==> src/sv/cpr_pkg.sv <==
// Package with the item types, configuration codes and datapath widths of the cubic resampler.
package cpr_pkg;

    localparam int SAMPLE_BITS     = 16;
    localparam int PHASE_FRAC_BITS = 16;

    localparam int T_BITS     = PHASE_FRAC_BITS + 2;
    localparam int PH_BITS    = PHASE_FRAC_BITS + 3;
    localparam int COEF_BITS  = SAMPLE_BITS + 4;
    localparam int Q_BITS     = SAMPLE_BITS + PHASE_FRAC_BITS + 12;
    localparam int HALF_BITS  = (Q_BITS + 1) / 2;
    localparam int PP_BITS    = HALF_BITS + T_BITS;
    localparam int ACC_BITS   = Q_BITS + T_BITS;
    localparam int SH_BITS    = Q_BITS - PHASE_FRAC_BITS - 1;

    localparam int MAX_RESULTS   = 4;
    localparam int CFG_IDX_BITS  = 1;
    localparam int CFG_DATA_BITS = T_BITS;

    localparam logic [CFG_IDX_BITS-1:0] CFG_STEP_RATIO = 1'b0;
    localparam logic [CFG_IDX_BITS-1:0] CFG_BYPASS     = 1'b1;

    localparam logic [CFG_DATA_BITS-1:0] STEP_RATIO_RESET =
        CFG_DATA_BITS'(1) << PHASE_FRAC_BITS;

    typedef struct packed {
        logic signed [SAMPLE_BITS-1:0] in_sample;
        logic                          last_of_buffer;
    } t_in_item;

    typedef struct packed {
        logic signed [SAMPLE_BITS-1:0] out_sample;
        logic                          last_in_run;
    } t_out_item;

endpackage

==> src/sv/cubic_pitch_resampler.sv <==
// Top level of the cubic resampler: window, phase, sequencer and shared multiplier datapath.
// Bypass: the result is valid the cycle after its item is accepted; ready while output is free.
// A sample that leaves fewer than four in the buffer: ready again the cycle after accept.
// Otherwise each result takes three Horner steps on the shared multiplier, plus phase,
// magnitude and rounding steps; ready stays low while n results (0 to 4) are made.
// Reset is synchronous, active low; window, phase, count clear; step 1.0 and bypass on.
module cubic_pitch_resampler
    import cpr_pkg::*;
(
    input  logic                     i_clk,
    input  logic                     i_rst_n,
    input  logic                     i_in_valid,
    output logic                     o_in_ready,
    input  t_in_item                 i_in_item,
    output logic                     o_out_valid,
    input  logic                     i_out_ready,
    output t_out_item                o_out_item,
    input  logic                     i_cfg_valid,
    output logic                     o_cfg_ready,
    input  logic [CFG_IDX_BITS-1:0]  i_cfg_index,
    input  logic [CFG_DATA_BITS-1:0] i_cfg_data
);

    typedef enum logic [2:0] {
        S_IDLE,
        S_CHECK,
        S_ABS,
        S_MUL_LO,
        S_MUL_HI,
        S_ACC,
        S_NEXT,
        S_RND
    } t_state;

    localparam logic [PH_BITS-1:0]  PH_ONE   = PH_BITS'(1) << PHASE_FRAC_BITS;
    localparam logic [ACC_BITS-1:0] RND_BIAS =
        (ACC_BITS'(1) << PHASE_FRAC_BITS) - ACC_BITS'(1);
    localparam logic [SH_BITS-1:0]  SAT_NEG_MAG = SH_BITS'(1) << (SAMPLE_BITS - 1);
    localparam logic [SH_BITS-1:0]  SAT_POS_MAG = SAT_NEG_MAG - SH_BITS'(1);
    localparam logic [SAMPLE_BITS-1:0] SAT_POS = SAT_POS_MAG[SAMPLE_BITS-1:0];
    localparam logic [SAMPLE_BITS-1:0] SAT_NEG = SAT_NEG_MAG[SAMPLE_BITS-1:0];
    localparam logic [2:0] N_LIMIT = 3'(MAX_RESULTS);
    localparam logic [1:0] STEP_LAST = 2'd3;

    t_state                        r_state;
    logic [T_BITS-1:0]             r_step_ratio;
    logic                          r_bypass;
    logic signed [SAMPLE_BITS-1:0] r_hist [3];
    logic [PHASE_FRAC_BITS-1:0]    r_phase;
    logic [1:0]                    r_fill;
    logic                          r_last_in;
    logic signed [COEF_BITS-1:0]   r_coef_a;
    logic signed [COEF_BITS-1:0]   r_coef_b;
    logic signed [COEF_BITS-1:0]   r_coef_c;
    logic signed [COEF_BITS-1:0]   r_coef_d;
    logic [PH_BITS-1:0]            r_ph;
    logic [T_BITS-1:0]             r_t;
    logic [2:0]                    r_n;
    logic [1:0]                    r_step;
    logic                          r_last_res;
    logic signed [Q_BITS-1:0]      r_q;
    logic [Q_BITS-1:0]             r_mag;
    logic                          r_neg;
    logic [PP_BITS-1:0]            r_pp;
    logic [ACC_BITS-1:0]           r_acc;
    logic                          r_out_valid;
    t_out_item                     r_out_item;

    logic                          w_out_free;
    logic                          w_out_load;
    logic                          w_in_acc;
    logic signed [COEF_BITS-1:0]   w_y0, w_y1, w_y2, w_y3;
    logic signed [COEF_BITS-1:0]   w_a, w_b, w_c, w_d;
    logic [PH_BITS-1:0]            w_ph_sub;
    logic [HALF_BITS-1:0]          w_mul_a;
    logic [PP_BITS-1:0]            w_mul_p;
    logic [Q_BITS-1:0]             w_fl;
    logic signed [COEF_BITS-1:0]   w_coef;
    logic signed [Q_BITS-1:0]      w_coef_ext;
    logic signed [Q_BITS-1:0]      w_a_ext;
    logic signed [Q_BITS-1:0]      w_qn;
    logic [SH_BITS-1:0]            w_sh;
    logic [SAMPLE_BITS-1:0]        w_sat;

    assign w_out_free  = !r_out_valid || i_out_ready;
    assign o_in_ready  = (r_state == S_IDLE) && (!r_bypass || w_out_free);
    assign w_in_acc    = i_in_valid && o_in_ready;
    assign w_out_load  = (w_in_acc && r_bypass) || ((r_state == S_RND) && w_out_free);
    assign o_cfg_ready = 1'b1;
    assign o_out_valid = r_out_valid;
    assign o_out_item  = r_out_item;

    assign w_y0 = COEF_BITS'(r_hist[0]);
    assign w_y1 = COEF_BITS'(r_hist[1]);
    assign w_y2 = COEF_BITS'(r_hist[2]);
    assign w_y3 = COEF_BITS'(i_in_item.in_sample);

    assign w_a = w_y3 - w_y0 + (w_y1 <<< 1) + w_y1 - (w_y2 <<< 1) - w_y2;
    assign w_b = (w_y0 <<< 1) - (w_y1 <<< 2) - w_y1 + (w_y2 <<< 2) - w_y3;
    assign w_c = w_y2 - w_y0;
    assign w_d = w_y1 <<< 1;

    assign w_ph_sub = r_ph - PH_ONE;

    assign w_mul_a = (r_state == S_MUL_LO) ? r_mag[HALF_BITS-1:0]
                                           : HALF_BITS'(r_mag[Q_BITS-1:HALF_BITS]);
    assign w_mul_p = PP_BITS'(w_mul_a) * PP_BITS'(r_t);

    always_comb begin
        unique case (r_step)
            2'd0:    w_coef = r_coef_b;
            2'd1:    w_coef = r_coef_c;
            default: w_coef = r_coef_d;
        endcase
    end

    assign w_coef_ext = Q_BITS'(w_coef);
    assign w_a_ext    = Q_BITS'(r_coef_a);
    assign w_fl       = Q_BITS'(r_acc >> PHASE_FRAC_BITS);
    assign w_qn       = $signed(r_neg ? (Q_BITS'(0) - w_fl) : w_fl)
                        + (w_coef_ext <<< PHASE_FRAC_BITS);
    assign w_sh       = SH_BITS'(r_mag >> (PHASE_FRAC_BITS + 1));

    always_comb begin
        if (r_neg) begin
            w_sat = (w_sh > SAT_NEG_MAG) ? SAT_NEG
                                         : SAMPLE_BITS'(0) - w_sh[SAMPLE_BITS-1:0];
        end else begin
            w_sat = (w_sh > SAT_POS_MAG) ? SAT_POS : w_sh[SAMPLE_BITS-1:0];
        end
    end

    always_ff @(posedge i_clk) begin
        if (!i_rst_n) begin
            r_state      <= S_IDLE;
            r_step_ratio <= STEP_RATIO_RESET;
            r_bypass     <= 1'b1;
            r_hist[0]    <= '0;
            r_hist[1]    <= '0;
            r_hist[2]    <= '0;
            r_phase      <= '0;
            r_fill       <= '0;
            r_out_valid  <= 1'b0;
            r_n          <= '0;
            r_step       <= '0;
        end else begin
            if (i_cfg_valid && o_cfg_ready) begin
                if (i_cfg_index == CFG_STEP_RATIO) begin
                    r_step_ratio <= i_cfg_data;
                end else if (i_cfg_index == CFG_BYPASS) begin
                    r_bypass <= i_cfg_data[0];
                end
            end

            if (w_out_load) begin
                r_out_valid <= 1'b1;
            end else if (i_out_ready) begin
                r_out_valid <= 1'b0;
            end

            unique case (r_state)
                S_IDLE: begin
                    if (w_in_acc) begin
                        if (r_bypass) begin
                            r_out_item.out_sample  <= i_in_item.in_sample;
                            r_out_item.last_in_run <= 1'b1;
                        end else begin
                            r_coef_a  <= w_a;
                            r_coef_b  <= w_b;
                            r_coef_c  <= w_c;
                            r_coef_d  <= w_d;
                            r_last_in <= i_in_item.last_of_buffer;
                            r_n       <= '0;
                            if (i_in_item.last_of_buffer) begin
                                r_hist[0] <= '0;
                                r_hist[1] <= '0;
                                r_hist[2] <= '0;
                                r_fill    <= '0;
                            end else begin
                                r_hist[0] <= r_hist[1];
                                r_hist[1] <= r_hist[2];
                                r_hist[2] <= i_in_item.in_sample;
                                if (r_fill != 2'd3) begin
                                    r_fill <= r_fill + 2'd1;
                                end
                            end
                            if (r_fill == 2'd3) begin
                                r_ph    <= PH_BITS'(r_phase) + PH_BITS'(r_step_ratio);
                                r_state <= S_CHECK;
                            end else if (i_in_item.last_of_buffer) begin
                                r_phase <= '0;
                            end
                        end
                    end
                end
                S_CHECK: begin
                    if (r_ph >= PH_ONE && r_n != N_LIMIT) begin
                        r_ph       <= w_ph_sub;
                        r_t        <= w_ph_sub[T_BITS-1:0];
                        r_last_res <= (w_ph_sub < PH_ONE) || (r_n == N_LIMIT - 3'd1);
                        r_q        <= w_a_ext <<< PHASE_FRAC_BITS;
                        r_step     <= '0;
                        r_state    <= S_ABS;
                    end else begin
                        r_phase <= r_last_in ? '0 : r_ph[PHASE_FRAC_BITS-1:0];
                        r_state <= S_IDLE;
                    end
                end
                S_ABS: begin
                    r_neg   <= r_q[Q_BITS-1];
                    r_mag   <= r_q[Q_BITS-1] ? Q_BITS'(0) - Q_BITS'(r_q) : Q_BITS'(r_q);
                    r_state <= (r_step == STEP_LAST) ? S_RND : S_MUL_LO;
                end
                S_MUL_LO: begin
                    r_pp    <= w_mul_p;
                    r_state <= S_MUL_HI;
                end
                S_MUL_HI: begin
                    r_acc   <= ACC_BITS'(r_pp) + (r_neg ? RND_BIAS : '0);
                    r_pp    <= w_mul_p;
                    r_state <= S_ACC;
                end
                S_ACC: begin
                    r_acc   <= r_acc + (ACC_BITS'(r_pp) << HALF_BITS);
                    r_state <= S_NEXT;
                end
                S_NEXT: begin
                    r_q     <= w_qn;
                    r_step  <= r_step + 2'd1;
                    r_state <= S_ABS;
                end
                S_RND: begin
                    if (w_out_free) begin
                        r_out_item.out_sample  <= w_sat;
                        r_out_item.last_in_run <= r_last_res;
                        r_n                    <= r_n + 3'd1;
                        r_state                <= S_CHECK;
                    end
                end
                default: begin
                    r_state <= S_IDLE;
                end
            endcase
        end
    end

    a_bypass_emits: assert property (@(posedge i_clk) disable iff (!i_rst_n)
        (w_in_acc && r_bypass) |=> (o_out_valid && o_out_item.last_in_run))
        else $error("bypassed item did not reach the output as a final result");

    a_full_window_busy: assert property (@(posedge i_clk) disable iff (!i_rst_n)
        (w_in_acc && !r_bypass && r_fill == 2'd3) |=> (r_state == S_CHECK && !o_in_ready))
        else $error("item with full window did not start the phase loop");

    a_more_results_pending: assert property (@(posedge i_clk) disable iff (!i_rst_n)
        (o_out_valid && !o_out_item.last_in_run) |-> (r_state != S_IDLE))
        else $error("non-final result shown while sequencer is idle");

    a_step_range: assert property (@(posedge i_clk) disable iff (!i_rst_n)
        (r_state == S_MUL_LO || r_state == S_NEXT) |-> (r_step != STEP_LAST))
        else $error("Horner step counter ran past the last coefficient");

endmodule
==> config.mk <==
export PLATFORM = sky130hd
export DESIGN_NAME = cubic_pitch_resampler
export DESIGN_NICKNAME = d
export VERILOG_FILES = /design/src/sv/cpr_pkg.sv /design/src/sv/cubic_pitch_resampler.sv
export SDC_FILE = /design/constraint.sdc
export NUM_CORES = 2
export LEC_CHECK = 0
export BUFFER_PORTS_ARGS = -buffer_cell sky130_fd_sc_hd__buf_4
export CAP_MARGIN = 15
export CORE_UTILIZATION = 50
export CTS_CLUSTER_DIAMETER = 50
export CTS_CLUSTER_SIZE = 16
export DETAILED_ROUTE_END_ITERATION = 7
export PLACE_DENSITY = 0.66
export SETUP_SLACK_MARGIN = 0.02
export SYNTH_ARGS = -nofsm -noshare
export SYNTH_HDL_FRONTEND = slang
export SYNTH_SLANG_ARGS = --single-unit
==> constraint.sdc <==
create_clock -name i_clk -period 10.24 [get_ports i_clk]
set_input_delay 2.048 -clock i_clk [delete_from_list [all_inputs] [get_ports i_clk]]
set_output_delay 2.048 -clock i_clk [all_outputs]
set_load 0.02 [all_outputs]
=== After elaboration in Yosys (flattened, before gate mapping) ===
Memory sizes are Yosys's and may differ from the RTL's.
Cells that the tools add are included.

* Word-level logic and storage cells: 179
* Bits in registers: 369
* Bits of input ports: 41
* Memories: 1
* Bits in writable memories: 48
* Output and inout port bits: 20

* Reductions and logical operators: 35
* Magnitude comparators: 4
* Add/subtract/negate cells: 21
* $mul: 1
* Bitwise logic cells: 8
* Muxes and demuxes: 63
* Equality and inequality tests: 22

{| class="wikitable"
|+ Memories
! name !! depth !! bits a word !! read ports !! clocked after memory_dff !! write ports !! RTL line !! RTL
|-
| r_hist || 3 || 16 || 3 || 0 || 3 || cubic_pitch_resampler.sv:48 || <nowiki>logic signed [SAMPLE_BITS-1:0] r_hist [3];</nowiki>
|}

{| class="wikitable"
|+ Operator list
! kind !! count
|-
| 16-bit 2-to-1 mux || 16
|-
| 62-bit one-hot mux with 2 select lines || 1
|-
| 44-bit 2-to-1 mux || 2
|-
| 44-bit one-hot mux with 2 select lines || 1
|-
| 1-bit by 44-bit subtractor with 44-bit output, first input constant || 2
|-
| 19-bit 2-to-1 mux || 4
|-
| 62-bit adder || 1
|-
| 17-bit 2-to-1 mux || 3
|-
| 44-bit by 36-bit adder with 44-bit output || 1
|-
| 43-bit 2-to-1 mux || 1
|-
| 40-bit by 16-bit adder with 41-bit output || 1
|-
| 22-bit by 18-bit multiplier with 40-bit output || 1
|-
| 20-bit one-hot mux with 2 select lines || 1
|-
| 20-bit by 16-bit subtractor with 20-bit output || 2
|-
| 19-bit one-hot mux with 2 select lines || 1
|-
| 17-bit one-hot mux with 2 select lines || 1
|-
| 16-bit by 16-bit subtractor with 17-bit output || 2
|-
| 16-bit one-hot mux with 2 select lines || 1
|-
| 27-bit by 15-bit greater-than comparator with 1-bit output, second input constant || 1
|-
| 27-bit by 16-bit greater-than comparator with 1-bit output, second input constant || 1
|-
| 3-bit 2-to-1 mux || 8
|-
| 3-bit one-hot mux with 8 select lines || 1
|-
| 22-bit 2-to-1 mux || 1
|-
| 20-bit by 18-bit adder with 20-bit output || 1
|-
| other kinds (38) || 99
|}

=== Logic depth before layout (Yosys ltp) ===
* Depth after elaboration: 11
* Mapped depth: 29
* Mapped depth without buffers: 28

=== Worst setup path after synthesis ===
Ideal clock, no wire load.

* Path kind: register to register
* Start point: reg r_state[2]
* End point: reg r_pp[37] (data pin)
* Slack: 2869 ps
* Setup time: 259 ps
* Data arrival time: 7112 ps
* Data required time: 9981 ps
* Period minus slack after synthesis: 7371 ps
* Cell stages (with the launch flop): 28
* Path buffers: 3
* Cells stage by stage: dfxtp_1 clkbuf_1 nor2_1 nand2_1 clkbuf_1 mux2_2 clkbuf_1 and2_1 fa_1 fa_1 inv_1 fa_1 inv_1 fa_1 inv_1 fa_1 fa_1 inv_1 ha_1 a21oi_1 o21ai_0 a32oi_1 o2111ai_1 a221oi_1 o211ai_1 a221o_1 a21oi_1 xnor2_1

* Longest elaborated chain between the ends: 3

{| class="wikitable"
|+ RTL lines
! item !! RTL line !! RTL
|-
| from (decl) || cubic_pitch_resampler.sv:45 || <nowiki>t_state r_state;</nowiki>
|-
| from (signal assigned) || cubic_pitch_resampler.sv:212 || <nowiki>r_state <= (r_step == STEP_LAST) ? S_RND : S_MUL_LO;</nowiki>
|-
| 3-bit by 2-bit == test with 1-bit output || cubic_pitch_resampler.sv:105 || <nowiki>assign w_mul_a = (r_state == S_MUL_LO) ? r_mag[HALF_BITS-1:0]</nowiki>
|-
| 22-bit 2-to-1 mux || cubic_pitch_resampler.sv:105 ||
|-
| 22-bit by 18-bit multiplier with 40-bit output || cubic_pitch_resampler.sv:107 || <nowiki>assign w_mul_p = PP_BITS'(w_mul_a) * PP_BITS'(r_t);</nowiki>
|-
| via w_mul_p[37] || cubic_pitch_resampler.sv:76 || <nowiki>logic [PP_BITS-1:0] w_mul_p;</nowiki>
|-
| to (signal assigned) || cubic_pitch_resampler.sv:215 || <nowiki>r_pp <= w_mul_p;</nowiki>
|-
| to (signal assigned) || cubic_pitch_resampler.sv:220 || <nowiki>r_pp <= w_mul_p;</nowiki>
|-
| to (decl) || cubic_pitch_resampler.sv:64 || <nowiki>logic [PP_BITS-1:0] r_pp;</nowiki>
|}

The timed path passes the listed nets, and every way through them passes these cells.
A chain may end at the register's enable or synchronous reset.

=== Worst setup path after layout ===
* Start point: reg r_state[1]
* End point: reg r_pp[37] (data pin)

The elaborated chain is that of the path after synthesis.

==> flow_summary.ini <==
[outcome]
outcome = complete, no violations

[synth]
synth_nets = 4667
synth_top_cell_area_share = 0.271
synth_seq_cells = 396
synth.top_cells.by_area = edfxtp_1 (27%), fa_1 (23%), ha_1 (9.1%)
synth-seq-area-share = 0.295
synthArstFlopShare = 0
syn-instance-count = 3904
synth_edf_count = 350
synth_area_um2 = 38800
synth.distinct_cells = 76
yosysTopAreaCell = edfxtp_1
synth_area_per_cell_um2 = 9.93
yosysWarnings = 0
synthFlopType = edfxtp_1

[detailed_routing]
wirelength_um = 96100
antenna_left = 0
drt-wirelength-per-cell_um = 19.3
drt_iter0_drc = 2013
drcViolationCount = 0
avgViaCountPerCell = 5.56
dr.pass1.iters = 6
vias = 27700

[job]
drv_cap = 0

[clocking]
post-cts-setup-buffers = 0
clkSinkCount = 396
path_clk_slew_ns = 0.07
clockBufferDepth = 3
cts_tree = yes
clock_latency_ns = 0.61
ctsHoldBuffers = 0
cts-buffers-inserted = 47
cts_resized = 0
cts-root-buf = clkbuf_16
ctsHtreeMaxLevel = 2

[sta]
drv_slew = 0
finalSetupTns_ns = 0
setup_viol = 0
worst_slew_pin_slew_ns = 1.18
max_freq_mhz = 119
post-route-min-period_ns = 8.41
max-slew-margin-rel = 0.210
hold_violations = 0
period_share = 0.821
rsz0062_at_grt = no
skew_ns = 0.0305

[floorplanning]
rows = 101
fp.dieH_um = 280
dieArea_um2 = 78700
die_w_um = 280
ios = 61
core_area_um2 = 76300
start_util = 0.508

[finish]
fin_nets = 4666
mostFrequentLayoutCells = inv_1 (530), nand2_1 (491), fa_1 (439)
area_growth_pct = 8.05
num_antenna_cells = 0
drive_gt1_frac = 0.0561
final_common_cell = inv_1
design_area_um2 = 41900

[global_routing]
grt_pass1_vias = 27600
grt_overflow = 0
grt_pass1_wl_um = 155000
grt_max_degree = 77
antenna_found_initial = 0
grt_usage = 0.254

[critical_path]
crit_family = adder cells
path_class = reg2reg
crit_top_cell = fa_1
cpPeakStageDelay_ns = 0.59
critPathArrivalTime_ns = 8.76
worst_path_max_delay_cell = a221oi_1
critPathBufInv = 5
crit_required_ns = 10.59
critPathLaunchType = flip-flop
cp_max_fo = 18
critical_path.endpoint_type = flip-flop

[placement]
postPlaceCellArea_um2 = 40200
place_congestion = 0.936
portBuffers = 59
hpwl_um = 75400

[worst_hold_path]
hold_path.class = reg2reg
-- tightest hold or removal path, cell delays in order, from the launching register on --
cell,delay (ns)
dfxtp_1,0.31
nand2_1,0.05
a21boi_0,0.06
-- state kept, by name, indices dropped and copies added, names as in the netlist, 19 cells and up --
| register | count |
|---|---|
| r_acc | 44 |
| r_coef_a | 20 |
| r_hist | 48 |
| r_mag | 44 |
| r_ph | 19 |
| r_q | 44 |
| r_pp | 40 |
| r_coef_b | 20 |
-- area by class of cell --
class	count	area, um^2
fill	6855	34400
multi-input combinational	2843	24900
sequential	396	11400
inverter	530	1990
timing repair buffer	85	648
clock buffer	51	1190
tap	1030	1290
clock inverter	36	477
-- worst paths after layout --
kind	slack (ns)	end	start	cells after the start
worst max-delay path	1.83	r_pp[37]	r_state[1]	25
worst min-delay path	0.47	r_step_ratio[14]	r_step_ratio[14]	2
worst max register to register	1.83	r_pp[37]	r_state[1]	25
worst min register to register	0.47	r_step_ratio[14]	r_step_ratio[14]	2
-- metal layers --
metal  global-route usage  vias up  routed length (um)
met2                0.398      795               43400
met3               0.0358      145                6000
li1                     -    13000                   -
met5                    0        -                   0
met1                0.365    13700               43900
met4               0.0752        0                2690
-- logic make-up after synthesis --
logic type	count (synthesis)	share of synthesized area
AOI/OAI and AO/OA	652	0.109
xor gates and xnor gates	246	0.0556
adders and majority gates	722	0.318
buffers and inverters	665	0.0645
DFF	396	0.295
muxes	28	0.00784
other	1	0.0000967
and+or+nand+nor	1194	0.150
-- stage by stage --
stage,util,setup slack [ns],std cells,hold WS (ns)
after floorplan,-,2.87,3904,0.424
after global placement,0.527,2.08,4881,0.458
after detailed placement,0.527,1.93,4881,0.463
after CTS,0.548,1.90,4968,0.474
after global routing,0.549,1.41,4971,0.494
final,0.549,1.83,4971,0.469
-- synthesized netlist by cell type (26+ instances only) --
cell,count
nor3_1,47
a21oi_1,144
nand3_1,65
o21a_1,31
clkbuf_1,127
dfxtp_1,46
o21ai_0,164
or3_1,26
edfxtp_1,350
inv_1,530
ha_1,283
nor2b_1,47
fa_1,439
nor2_1,152
a21boi_0,39
xor2_1,75
and2_1,212
nand2_1,492
nand2b_1,26
a21o_1,73
nand4_1,26
xnor2_1,171
Power is not shown: default switching activity piles up to over one toggle a cycle in this logic, so the estimate is an artifact.
